**src/hw/rtl/bst_pkg.sv**
```systemverilog
// ---------------------------------------------------------------------------
// bst_pkg
// Shared types and constants of the byte stream tokenizer.
// ---------------------------------------------------------------------------
package bst_pkg;

   // default of the word buffer depth
   localparam int MAX_WORD_DEFAULT = 32;
   // word count field wide enough for counts up to 127
   localparam int LEN_W = 7;
   // depth of the command queue between front and back
   localparam int QUEUE_DEPTH = 4;

   // token kinds
   localparam logic [2:0] KIND_INT  = 3'd0;
   localparam logic [2:0] KIND_KEY  = 3'd1;
   localparam logic [2:0] KIND_WORD = 3'd2;
   localparam logic [2:0] KIND_SEP  = 3'd3;
   localparam logic [2:0] KIND_OP   = 3'd4;
   localparam logic [2:0] KIND_EOF  = 3'd5;
   localparam logic [2:0] KIND_ERR  = 3'd6;

   // flush operations carried by a command
   localparam logic [1:0] FLUSH_NONE = 2'd0;
   localparam logic [1:0] FLUSH_INT  = 2'd1;
   localparam logic [1:0] FLUSH_WORD = 2'd2;

   // configuration register indexes
   localparam logic CSR_KEYWORD_CHARS  = 1'b0;
   localparam logic CSR_KEYWORD_LENGTH = 1'b1;

   // register reset values
   localparam logic [31:0] KEYWORD_CHARS_RESET  = 32'h6578_6974;
   localparam logic [2:0]  KEYWORD_LENGTH_RESET = 3'd4;

   // character codes
   localparam logic [7:0] CH_SEMI   = 8'h3B;
   localparam logic [7:0] CH_LPAREN = 8'h28;
   localparam logic [7:0] CH_RPAREN = 8'h29;
   localparam logic [7:0] CH_PLUS   = 8'h2B;
   localparam logic [7:0] CH_MINUS  = 8'h2D;
   localparam logic [7:0] CH_SLASH  = 8'h2F;
   localparam logic [7:0] CH_STAR   = 8'h2A;
   localparam logic [7:0] CH_SPACE  = 8'h20;
   localparam logic [7:0] CH_NL     = 8'h0A;
   localparam logic [7:0] CH_ZERO   = 8'h30;
   localparam logic [7:0] CH_NINE   = 8'h39;
   localparam logic [7:0] CH_UPPER_A = 8'h41;
   localparam logic [7:0] CH_UPPER_Z = 8'h5A;
   localparam logic [7:0] CH_LOWER_A = 8'h61;
   localparam logic [7:0] CH_LOWER_Z = 8'h7A;

   // saturation limit of integer tokens
   localparam logic [30:0] NUM_MAX = 31'h7FFF_FFFF;

   // one queued command: an optional flush and an optional own result
   typedef struct packed {
      logic [1:0]       flush_op;
      logic [30:0]      number;
      logic [LEN_W-1:0] word_cnt;
      logic             word_cut;
      logic             keyword;
      logic             own_valid;
      logic [2:0]       own_kind;
      logic [7:0]       own_char;
   } cmd_type;

   // status of the command queue seen by the front
   typedef struct packed {
      logic full;
      logic empty;
   } queue_status_type;

endpackage

```
**src/hw/rtl/bst_queue.sv**
```systemverilog
// ---------------------------------------------------------------------------
// bst_queue
// Short command queue that decouples the classifying front from the back.
// ---------------------------------------------------------------------------
module bst_queue
   import bst_pkg::*;
(
   input  logic             clock,
   input  logic             reset,
   input  logic             push,
   input  cmd_type          push_data,
   input  logic             pop,
   output cmd_type          head,
   output queue_status_type status
);

   localparam int PTR_W = $clog2(QUEUE_DEPTH);
   localparam int CNT_W = $clog2(QUEUE_DEPTH + 1);

   cmd_type            entry_ff [QUEUE_DEPTH];
   logic [PTR_W-1:0]   wr_ptr_ff, wr_ptr_in;
   logic [PTR_W-1:0]   rd_ptr_ff, rd_ptr_in;
   logic [CNT_W-1:0]   count_ff, count_in;
   logic               do_push, do_pop;

   assign status.full  = (count_ff == CNT_W'(QUEUE_DEPTH));
   assign status.empty = (count_ff == '0);
   assign head         = entry_ff[rd_ptr_ff];

   assign do_push = push && !status.full;
   assign do_pop  = pop && !status.empty;

   // pointer and fill count update
   always_comb begin
      wr_ptr_in = wr_ptr_ff;
      rd_ptr_in = rd_ptr_ff;
      count_in  = count_ff;
      if (do_push) begin
         wr_ptr_in = (wr_ptr_ff == PTR_W'(QUEUE_DEPTH - 1)) ? '0 : wr_ptr_ff + 1'b1;
      end
      if (do_pop) begin
         rd_ptr_in = (rd_ptr_ff == PTR_W'(QUEUE_DEPTH - 1)) ? '0 : rd_ptr_ff + 1'b1;
      end
      if (do_push && !do_pop) begin
         count_in = count_ff + 1'b1;
      end else if (do_pop && !do_push) begin
         count_in = count_ff - 1'b1;
      end
   end

   always_ff @(posedge clock) begin
      if (reset) begin
         wr_ptr_ff <= '0;
         rd_ptr_ff <= '0;
         count_ff  <= '0;
      end else begin
         wr_ptr_ff <= wr_ptr_in;
         rd_ptr_ff <= rd_ptr_in;
         count_ff  <= count_in;
      end
   end

   // entry storage
   always_ff @(posedge clock) begin
      if (do_push) begin
         entry_ff[wr_ptr_ff] <= push_data;
      end
   end

endmodule

```
**src/hw/rtl/bst_front.sv**
```systemverilog
// ---------------------------------------------------------------------------
// bst_front
// Accepts source bytes, classifies them, keeps the pending run and queues
// one command per byte that causes results.
// ---------------------------------------------------------------------------
module bst_front
   import bst_pkg::*;
#(
   parameter int MAX_WORD = MAX_WORD_DEFAULT,
   localparam int IDX_W = $clog2(MAX_WORD)
) (
   input  logic             clock,
   input  logic             reset,
   // source channel
   input  logic             req_tvalid,
   output logic             req_tready,
   input  logic [7:0]       req_tdata,
   input  logic             req_tuser,
   // configuration
   input  logic             csr_we,
   input  logic             csr_index,
   input  logic [31:0]      csr_wdata,
   // command queue
   input  queue_status_type q_status,
   output logic             q_push,
   output cmd_type          q_data,
   // word buffer write port
   output logic             wbuf_we,
   output logic [IDX_W-1:0] wbuf_addr,
   output logic [7:0]       wbuf_data,
   // back has emitted the last character of a word
   input  logic             word_done
);

   localparam int CNT_W = $clog2(MAX_WORD + 1);

   localparam logic [1:0] MODE_IDLE = 2'd0;
   localparam logic [1:0] MODE_NUM  = 2'd1;
   localparam logic [1:0] MODE_WORD = 2'd2;

   logic [31:0]      kw_chars_ff;
   logic [2:0]       kw_len_ff;
   logic [1:0]       mode_ff, mode_in;
   logic [30:0]      acc_ff, acc_in;
   logic [CNT_W-1:0] cnt_ff, cnt_in;
   logic             ovf_ff, ovf_in;
   logic             match_ff, match_in;
   logic             halted_ff, halted_in;
   logic             word_pend_ff, word_pend_in;

   logic             accept;
   logic [7:0]       b;
   logic             eoi;
   logic             is_digit, is_letter, is_space, is_sep, is_op, is_err;
   logic             need_flush;
   logic [1:0]       flush_op;
   logic             own_valid;
   logic [2:0]       own_kind;
   logic [7:0]       own_char;
   logic             keyword;
   logic [30:0]      acc_base;
   logic [CNT_W-1:0] cnt_base;
   logic             ovf_base, match_base;
   logic [34:0]      acc_prod;
   logic [7:0]       kw_char;

   assign req_tready = !word_pend_ff && !q_status.full;
   assign accept     = req_tvalid && req_tready;
   assign b          = req_tdata;
   assign eoi        = req_tuser;

   // byte classes
   assign is_digit  = (b >= CH_ZERO) && (b <= CH_NINE);
   assign is_letter = ((b >= CH_UPPER_A) && (b <= CH_UPPER_Z)) ||
                      ((b >= CH_LOWER_A) && (b <= CH_LOWER_Z));
   assign is_space  = (b == CH_SPACE) || (b == CH_NL);
   assign is_sep    = (b == CH_SEMI) || (b == CH_LPAREN) || (b == CH_RPAREN);
   assign is_op     = (b == CH_PLUS) || (b == CH_MINUS) || (b == CH_SLASH) ||
                      (b == CH_STAR);
   assign is_err    = !is_digit && !is_letter && !is_space && !is_sep && !is_op;

   // a byte that does not continue the pending run flushes it
   assign need_flush = eoi || (is_digit && (mode_ff != MODE_NUM)) ||
                       (is_letter && (mode_ff != MODE_WORD)) ||
                       (!is_digit && !is_letter);

   always_comb begin
      flush_op = FLUSH_NONE;
      if (need_flush) begin
         case (mode_ff)
            MODE_NUM:  flush_op = FLUSH_INT;
            MODE_WORD: flush_op = FLUSH_WORD;
            default:   flush_op = FLUSH_NONE;
         endcase
      end
   end

   // own result of the byte
   always_comb begin
      own_valid = 1'b1;
      own_kind  = KIND_EOF;
      own_char  = 8'd0;
      if (eoi) begin
         own_kind = KIND_EOF;
      end else if (is_sep) begin
         own_kind = KIND_SEP;
         own_char = b;
      end else if (is_op) begin
         own_kind = KIND_OP;
         own_char = b;
      end else if (is_err) begin
         own_kind = KIND_ERR;
         own_char = b;
      end else begin
         own_valid = 1'b0;
      end
   end

   // keyword test of the pending word
   assign keyword = match_ff && !ovf_ff && (kw_len_ff >= 3'd1) && (kw_len_ff <= 3'd4) &&
                    (LEN_W'(cnt_ff) == LEN_W'(kw_len_ff));

   // command to the queue
   always_comb begin
      q_data.flush_op  = flush_op;
      q_data.number    = acc_ff;
      q_data.word_cnt  = LEN_W'(cnt_ff);
      q_data.word_cut  = ovf_ff;
      q_data.keyword   = keyword;
      q_data.own_valid = own_valid;
      q_data.own_kind  = own_kind;
      q_data.own_char  = own_char;
   end
   assign q_push = accept && !halted_ff && ((flush_op != FLUSH_NONE) || own_valid);

   // run state after an optional flush
   assign acc_base   = need_flush ? '0 : acc_ff;
   assign cnt_base   = need_flush ? '0 : cnt_ff;
   assign ovf_base   = need_flush ? 1'b0 : ovf_ff;
   assign match_base = need_flush ? 1'b1 : match_ff;

   // accumulator times ten plus digit
   assign acc_prod = {1'b0, acc_base, 3'b000} + {3'b000, acc_base, 1'b0} +
                     {31'd0, b[3:0]};

   // keyword character at the next word position
   always_comb begin
      case (cnt_base[1:0])
         2'd0:    kw_char = kw_chars_ff[31:24];
         2'd1:    kw_char = kw_chars_ff[23:16];
         2'd2:    kw_char = kw_chars_ff[15:8];
         default: kw_char = kw_chars_ff[7:0];
      endcase
   end

   // next run state
   always_comb begin
      mode_in      = mode_ff;
      acc_in       = acc_ff;
      cnt_in       = cnt_ff;
      ovf_in       = ovf_ff;
      match_in     = match_ff;
      halted_in    = halted_ff;
      word_pend_in = word_pend_ff && !word_done;
      wbuf_we      = 1'b0;
      wbuf_addr    = cnt_base[IDX_W-1:0];
      wbuf_data    = b;
      if (accept && !halted_ff) begin
         mode_in  = MODE_IDLE;
         acc_in   = acc_base;
         cnt_in   = cnt_base;
         ovf_in   = ovf_base;
         match_in = match_base;
         if (flush_op == FLUSH_WORD) begin
            word_pend_in = 1'b1;
         end
         if (!eoi && is_digit) begin
            mode_in = MODE_NUM;
            acc_in  = (acc_prod[34:31] != 4'd0) ? NUM_MAX : acc_prod[30:0];
         end else if (!eoi && is_letter) begin
            mode_in = MODE_WORD;
            if (cnt_base < CNT_W'(MAX_WORD)) begin
               wbuf_we = 1'b1;
               cnt_in  = cnt_base + 1'b1;
               if (cnt_base < CNT_W'(4)) begin
                  match_in = match_base && (b == kw_char);
               end
            end else begin
               ovf_in = 1'b1;
            end
         end else if (!eoi && is_err) begin
            halted_in = 1'b1;
         end
      end
   end

   always_ff @(posedge clock) begin
      if (reset) begin
         mode_ff      <= MODE_IDLE;
         acc_ff       <= '0;
         cnt_ff       <= '0;
         ovf_ff       <= 1'b0;
         match_ff     <= 1'b1;
         halted_ff    <= 1'b0;
         word_pend_ff <= 1'b0;
      end else begin
         mode_ff      <= mode_in;
         acc_ff       <= acc_in;
         cnt_ff       <= cnt_in;
         ovf_ff       <= ovf_in;
         match_ff     <= match_in;
         halted_ff    <= halted_in;
         word_pend_ff <= word_pend_in;
      end
   end

   // configuration registers
   always_ff @(posedge clock) begin
      if (reset) begin
         kw_chars_ff <= KEYWORD_CHARS_RESET;
         kw_len_ff   <= KEYWORD_LENGTH_RESET;
      end else if (csr_we) begin
         case (csr_index)
            CSR_KEYWORD_CHARS:  kw_chars_ff <= csr_wdata;
            CSR_KEYWORD_LENGTH: kw_len_ff   <= csr_wdata[2:0];
            default:            kw_len_ff   <= kw_len_ff;
         endcase
      end
   end

endmodule

```
**src/hw/rtl/bst_back.sv**
```systemverilog
// ---------------------------------------------------------------------------
// bst_back
// Carries out queued commands: emits flushed tokens, walks the word buffer
// one character per result, then the byte's own result.
// ---------------------------------------------------------------------------
module bst_back
   import bst_pkg::*;
#(
   parameter int MAX_WORD = MAX_WORD_DEFAULT,
   localparam int IDX_W = $clog2(MAX_WORD)
) (
   input  logic             clock,
   input  logic             reset,
   // command queue
   input  queue_status_type q_status,
   input  cmd_type          q_head,
   output logic             q_pop,
   // word buffer write port
   input  logic             wbuf_we,
   input  logic [IDX_W-1:0] wbuf_addr,
   input  logic [7:0]       wbuf_data,
   output logic             word_done,
   // result channel
   output logic             rsp_tvalid,
   input  logic             rsp_tready,
   // tdata fields from bit 0: token_kind[2:0], number_value[30:0],
   // char_code[7:0], word_length[5:0], word_cut, zero fill to 56 bits
   output logic [55:0]      rsp_tdata,
   output logic             rsp_tlast
);

   localparam int CNT_W = $clog2(MAX_WORD + 1);

   localparam logic [1:0] PH_IDLE = 2'd0;
   localparam logic [1:0] PH_INT  = 2'd1;
   localparam logic [1:0] PH_WORD = 2'd2;
   localparam logic [1:0] PH_OWN  = 2'd3;

   logic [7:0]       wbuf_mem [MAX_WORD];
   logic [7:0]       rd_data_ff;

   logic [1:0]       phase_ff, phase_in;
   cmd_type          cur_ff, cur_in;
   logic [CNT_W-1:0] idx_ff, idx_in;

   logic             rsp_valid_ff, rsp_valid_in;
   logic [2:0]       rsp_kind_ff, rsp_kind_in;
   logic [30:0]      rsp_value_ff, rsp_value_in;
   logic [7:0]       rsp_char_ff, rsp_char_in;
   logic [5:0]       rsp_len_ff, rsp_len_in;
   logic             rsp_cut_ff, rsp_cut_in;
   logic             rsp_last_ff, rsp_last_in;

   logic             out_free;
   logic             load;
   logic             last_char;

   assign out_free  = !rsp_valid_ff || rsp_tready;
   assign last_char = ((idx_ff + 1'b1) == cur_ff.word_cnt[CNT_W-1:0]);

   // command sequencing
   always_comb begin
      phase_in     = phase_ff;
      cur_in       = cur_ff;
      idx_in       = idx_ff;
      q_pop        = 1'b0;
      load         = 1'b0;
      word_done    = 1'b0;
      rsp_kind_in  = rsp_kind_ff;
      rsp_value_in = rsp_value_ff;
      rsp_char_in  = rsp_char_ff;
      rsp_len_in   = rsp_len_ff;
      rsp_cut_in   = rsp_cut_ff;
      rsp_last_in  = rsp_last_ff;
      case (phase_ff)
         PH_IDLE: begin
            if (!q_status.empty) begin
               q_pop  = 1'b1;
               cur_in = q_head;
               idx_in = '0;
               case (q_head.flush_op)
                  FLUSH_INT:  phase_in = PH_INT;
                  FLUSH_WORD: phase_in = PH_WORD;
                  default:    phase_in = PH_OWN;
               endcase
            end
         end
         PH_INT: begin
            if (out_free) begin
               load         = 1'b1;
               rsp_kind_in  = KIND_INT;
               rsp_value_in = cur_ff.number;
               rsp_char_in  = 8'd0;
               rsp_len_in   = 6'd0;
               rsp_cut_in   = 1'b0;
               rsp_last_in  = !cur_ff.own_valid;
               phase_in     = cur_ff.own_valid ? PH_OWN : PH_IDLE;
            end
         end
         PH_WORD: begin
            if (out_free) begin
               load         = 1'b1;
               rsp_kind_in  = cur_ff.keyword ? KIND_KEY : KIND_WORD;
               rsp_value_in = '0;
               rsp_char_in  = rd_data_ff;
               rsp_len_in   = cur_ff.word_cnt[5:0];
               rsp_cut_in   = cur_ff.word_cut;
               rsp_last_in  = last_char && !cur_ff.own_valid;
               if (last_char) begin
                  word_done = 1'b1;
                  phase_in  = cur_ff.own_valid ? PH_OWN : PH_IDLE;
               end else begin
                  idx_in = idx_ff + 1'b1;
               end
            end
         end
         default: begin
            if (out_free) begin
               load         = 1'b1;
               rsp_kind_in  = cur_ff.own_kind;
               rsp_value_in = '0;
               rsp_char_in  = cur_ff.own_char;
               rsp_len_in   = 6'd0;
               rsp_cut_in   = 1'b0;
               rsp_last_in  = 1'b1;
               phase_in     = PH_IDLE;
            end
         end
      endcase
      rsp_valid_in = load || (rsp_valid_ff && !rsp_tready);
   end

   always_ff @(posedge clock) begin
      if (reset) begin
         phase_ff     <= PH_IDLE;
         idx_ff       <= '0;
         rsp_valid_ff <= 1'b0;
      end else begin
         phase_ff     <= phase_in;
         idx_ff       <= idx_in;
         rsp_valid_ff <= rsp_valid_in;
      end
   end

   // current command and result payload
   always_ff @(posedge clock) begin
      cur_ff       <= cur_in;
      rsp_kind_ff  <= rsp_kind_in;
      rsp_value_ff <= rsp_value_in;
      rsp_char_ff  <= rsp_char_in;
      rsp_len_ff   <= rsp_len_in;
      rsp_cut_ff   <= rsp_cut_in;
      rsp_last_ff  <= rsp_last_in;
   end

   // word buffer, read data follows the next index
   always_ff @(posedge clock) begin
      if (wbuf_we) begin
         wbuf_mem[wbuf_addr] <= wbuf_data;
      end
      rd_data_ff <= wbuf_mem[idx_in[IDX_W-1:0]];
   end

   assign rsp_tvalid = rsp_valid_ff;
   assign rsp_tlast  = rsp_last_ff;
   assign rsp_tdata  = {7'd0, rsp_cut_ff, rsp_len_ff, rsp_char_ff, rsp_value_ff,
                        rsp_kind_ff};

endmodule

```
**src/hw/rtl/byte_stream_tokenizer_unit.sv**
```systemverilog
// ---------------------------------------------------------------------------
// byte_stream_tokenizer_unit
// Splits a byte stream into integer, keyword, word, separator, operator,
// end-of-file and error tokens.
// ---------------------------------------------------------------------------
// Throughput: one source byte per cycle while bytes only extend a run and the
// queue has room; a byte that causes results queues a command, which the back
// takes while idle before it emits each result, holding while the output stalls.
// A word flush stalls input until the back has walked the word buffer.
// Path: a command passes the queue entry, the back's current command and the result register.
// Reset: synchronous; clears run state, queue, halt flag and registers.
// ---------------------------------------------------------------------------
module byte_stream_tokenizer_unit
   import bst_pkg::*;
#(
   parameter int MAX_WORD = MAX_WORD_DEFAULT
) (
   input  logic        clock,
   input  logic        reset,
   // source channel
   input  logic        req_tvalid,
   output logic        req_tready,
   // tdata fields from bit 0: source_byte[7:0]
   input  logic [7:0]  req_tdata,
   // tuser fields from bit 0: end_of_input
   input  logic        req_tuser,
   // result channel
   output logic        rsp_tvalid,
   input  logic        rsp_tready,
   // tdata fields from bit 0: token_kind[2:0], number_value[30:0],
   // char_code[7:0], word_length[5:0], word_cut, zero fill to 56 bits
   output logic [55:0] rsp_tdata,
   output logic        rsp_tlast,
   // configuration
   input  logic        csr_we,
   input  logic        csr_index,
   input  logic [31:0] csr_wdata
);

   localparam int IDX_W = $clog2(MAX_WORD);

   queue_status_type q_status;
   logic             q_push;
   logic             q_pop;
   cmd_type          q_data;
   cmd_type          q_head;
   logic             wbuf_we;
   logic [IDX_W-1:0] wbuf_addr;
   logic [7:0]       wbuf_data;
   logic             word_done;

   // classifying front
   bst_front #(
      .MAX_WORD (MAX_WORD)
   ) u_front (
      .clock      (clock),
      .reset      (reset),
      .req_tvalid (req_tvalid),
      .req_tready (req_tready),
      .req_tdata  (req_tdata),
      .req_tuser  (req_tuser),
      .csr_we     (csr_we),
      .csr_index  (csr_index),
      .csr_wdata  (csr_wdata),
      .q_status   (q_status),
      .q_push     (q_push),
      .q_data     (q_data),
      .wbuf_we    (wbuf_we),
      .wbuf_addr  (wbuf_addr),
      .wbuf_data  (wbuf_data),
      .word_done  (word_done)
   );

   // command queue
   bst_queue u_queue (
      .clock     (clock),
      .reset     (reset),
      .push      (q_push),
      .push_data (q_data),
      .pop       (q_pop),
      .head      (q_head),
      .status    (q_status)
   );

   // emitting back
   bst_back #(
      .MAX_WORD (MAX_WORD)
   ) u_back (
      .clock      (clock),
      .reset      (reset),
      .q_status   (q_status),
      .q_head     (q_head),
      .q_pop      (q_pop),
      .wbuf_we    (wbuf_we),
      .wbuf_addr  (wbuf_addr),
      .wbuf_data  (wbuf_data),
      .word_done  (word_done),
      .rsp_tvalid (rsp_tvalid),
      .rsp_tready (rsp_tready),
      .rsp_tdata  (rsp_tdata),
      .rsp_tlast  (rsp_tlast)
   );

endmodule
```
**config.mk**
```make
export PLATFORM = sky130hd
export DESIGN_NAME = byte_stream_tokenizer_unit
export DESIGN_NICKNAME = d
export VERILOG_FILES = /design/src/hw/rtl/bst_pkg.sv /design/src/hw/rtl/bst_queue.sv /design/src/hw/rtl/bst_front.sv /design/src/hw/rtl/bst_back.sv /design/src/hw/rtl/byte_stream_tokenizer_unit.sv
export SDC_FILE = /design/constraint.sdc
export NUM_CORES = 1
export LEC_CHECK = 0
export ABC_AREA = 1
export BUFFER_PORTS_ARGS = -buffer_cell sky130_fd_sc_hd__buf_2
export CAP_MARGIN = 20
export CORE_MARGIN = 2
export CORE_UTILIZATION = 40
export DETAILED_ROUTE_END_ITERATION = 7
export GPL_TIMING_DRIVEN = 0
export REMOVE_ABC_BUFFERS = 1
export SLEW_MARGIN = 20
export SYNTH_ARGS = -nofsm -noshare
export SYNTH_HDL_FRONTEND = slang
export SYNTH_SLANG_ARGS = --single-unit
```
**constraint.sdc**
```tcl
create_clock -name clock -period 6.8 [get_ports clock]
set_clock_uncertainty 0.05 [all_clocks]
set_input_delay 1.02 -clock clock [delete_from_list [all_inputs] [get_ports clock]]
set_output_delay 1.02 -clock clock [all_outputs]
set_load 0.02 [all_outputs]
```
==> metrics <==
synth top area cells edfxtp_1, dfxtp_1, nand2_1; post-synth top area share 55.9%; Placed Cells incl. Taps 3983; Compound-Gate Fraction of Synth Area 8.12%; Slew Limit Fails 0; Vias/cell 5.11; Simple-Gate Fraction of Synth Area 17.7%; post-synth top area cell edfxtp_1; sequential-to-total area share from yosys stat 62.7%; # rows 101; Peak VDD IR 0.000281 V; mux cell area share after synthesis 0%; clock slew at reported path FFs 0.06 ns; vias in the first global route 19800; Final Util 46.2%; sequential power share 41.5%; CTS root buf clkbuf_16; Hold Fails Final Rpt 0; Setup crit start kind primary input; outcome completed; endpoints failing setup 0; Logic pwr share 27.8%; clk buf depth 3; Max FO, Critical Path 34; drt total wl 74.9 mm; CP endpoint kind flip-flop; Die Y 281 um; Via Count 21100; Starting Density 40.3%; Synth Register Bits 673; Worst Path Required 7.22 ns; TritonCTS buffer count 73; clock sink total 673; fin crit period 6.25 ns; Clk Latency, worst-skew pair 0.64 ns; post-CTS setup buffer count 0; initial drt markers 1761; first-pass GRT wire length 115 mm; I/O Buffers 98; commonest non-fill, non-tap cell in the layout edfxtp_1; Layout Cells excl Fill 4118; actual slew at the worst max-slew pin 1.10 ns; DP HPWL 48.3 mm; Ys Warns 0; most frequent cells in the layout edfxtp_1, nand2_1, inv_1, nand3_1, nor2_1; share of post-route cells with drive strength above 1 9.04%; Worst path slowest cell buf_2; leakage 14.1 nW; WHS Endpoint u_front.kw_chars_ff[23]; die width 281 um; gr ovfl total 0; CTS tree yes; Final WS setup 0.547 ns; largest family of logic cells by synthesized area simple AND/OR/NAND/NOR gates; final net count 3206; antenna viol nets, final 0; ant diodes 0; DRC Markers 0; Avg Inst Size Synth 10.1 sq um; switching share of power 34.1%; Post-Synth Adder-Cell Area 3.28%; largest net degree at the start of global routing 106; FF-to-FF End u_front.acc_ff[16]; Rel. slew slack 26.2%; quantity of hold-fixing buffers added after cts 0; Pre-Repair DR Iteration Count 5; max frequency 160 MHz; Area Growth Syn to Fin 14.4%; routability congestion estimate 0.902; Mapped Area 30600 sq um; Power Dens Cells 372 nW/um^2; worst hold path type reg2reg; cells after synthesis 3017; Total GRT Usage 18.9%; RSZ-0062 raised after global routing no; Sw Pwr 4.45 mW; max cap viols 0; Worst Hold Depth 2; Hold Path Origin u_front.kw_chars_ff[23]; CP arrival 6.67 ns; post-route clock period utilization 92.0%; Synth cell types 51; pre-CTS WS -0.130 ns; Die ar. 78700 sq um; Crit path top cell by count nand3_1; Reg-to-Reg Start u_front.mode_ff[0]; R2R cell count 26; initial antenna violation count 1; xor-xnor portion of the synthesized cell area 0.859%; r2r setup slk 1.79 ns; crit-path max cell delay 0.56 ns; I/O pin cnt 106; Cell Int Power 8.58 mW; CORE AREA 75800 sq um; clock share of power 30.6%; htree depth 3; Avg WL per Cell 18.2 um; number of filler cells placed in the layout 7055; Setup Crit Path Kind in2reg
## synth_stat cells, drive strengths merged
master   count
conb         1
o211a        1
fa           2
buf         62
a211oi       2
ha          77
clkinv       1
nor3        13
o31a         1
a31oi        2
a21boi       5
xnor2        4
o22ai       56
edfxtp     569
nand2      493
o311ai       1
o31ai        3
nand3b      59
nand3      364
a21o         7
nand4        9
xor2        26
o211ai      13
a21oi      147
a32o         1
o21bai       9
o221ai       8
nor4         6
nor2       285
clkbuf      87
dfxtp      104
inv        414
a221oi       2
a2111oi      1
o21ai      182
## layout make-up
cell class,count,area [sq um],area share [%]
flip-flops and latches,673,19200,54.8
multi-input cells,1786,9320,26.6
clock buffers,99,2000,5.70
inverters,415,1560,4.46
repair buffers,131,1290,3.70
well taps,978,1220,3.50
clock inverters,36,424,1.21
## cell families (layout without fill, tap and decap cells)
family / Yosys count / in the layout
AO/OA/AOI/OAI: 441 / 441
XOR/XNOR: 30 / 30
AND/OR/NAND/NOR: 1229 / 1229
other: 1 / 7
buffers and inverters: 564 / 681
adder cells (fa/ha/maj): 79 / 79
flip-flops: 673 / 673
## flip-flops by register name, summed over array words and instances, names as in the netlist, 8 cells and up, named ones only
| name | count |
|---|---|
| u_back.wbuf_mem | 256 |
| u_queue.entry_ff | 212 |
| u_back.cur_ff | 51 |
| u_front.kw_chars_ff | 32 |
| u_back.rsp_value_ff | 31 |
| u_front.acc_ff | 31 |
| u_back.rd_data_ff | 8 |
| u_back.rsp_char_ff | 8 |
## worst max-delay path by stage
stage | start | end | slack, ns | cells after the start
after global routing | req_tdata[3] | u_front.acc_ff[6] | 0.01 | 27
after CTS | req_tdata[4] | u_front.acc_ff[1] | 0.53 | 27
after floorplan | req_tdata[6] | u_front.acc_ff[21] | 0.52 | 26
after global placement | req_tdata[4] | u_front.acc_ff[29] | -2.66 | 26
after detailed placement | req_tdata[4] | u_front.acc_ff[16] | -0.13 | 27
final | req_tdata[5] | u_front.acc_ff[16] | 0.55 | 27
## worst max-delay path, delay by kind of cell
kind / cells / cell delay (ns)
xor+xnor: 1 / 0.18
fa+ha+maj: 2 / 0.79
buf+inv: 6 / 1.32
compound gates: 5 / 1.32
simple gates: 13 / 2.02
## through the flow
| step | hold slack [ns] | area, sq um | power [mW] | setup TNS (ns) |
|---|---|---|---|---|
| floorplan | 0.374 | 29900 | 7.68 | 0 |
| global placement | 0.382 | 31600 | 9.04 | -644.76 |
| detailed placement | 0.393 | 32600 | 9.15 | -1.91 |
| CTS | 0.403 | 35000 | 13.2 | 0 |
| global route | 0.426 | 35000 | 13.7 | 0 |
| finish | 0.400 | 35000 | 13.0 | 0 |
## power by group through the flow
| stage | logic [mW] | clock network, mW | registers, mW |
|---|---|---|---|
| 2_1_floorplan | 2.02 | 0 | 5.67 |
| 3_3_place_gp | 3.43 | 0 | 5.61 |
| 3_5_place_dp | 3.64 | 0 | 5.51 |
| 4_1_cts | 3.65 | 4.07 | 5.42 |
| 5_1_grt | 3.99 | 4.24 | 5.47 |
| 6_report | 3.63 | 3.99 | 5.41 |
## layer usage
metal	share of wire (%)	vias to the layer above	wire, um	GRT usage [%]
met4	2.4	0	1760	5.64
met1	46	10000	34600	26.2
met3	4.7	107	3550	2.66
met5	0	-	0	0
met2	47	534	35000	30.9
li1	-	10400	-	-
## what timing repair did
action                                  4_1_cts  5_1_grt
hold endpoints to repair                      0        0
gates resized for setup                       0        1
endpoints found under the setup margin        0       16
Note: power is estimated with default switching activity, not from simulation.
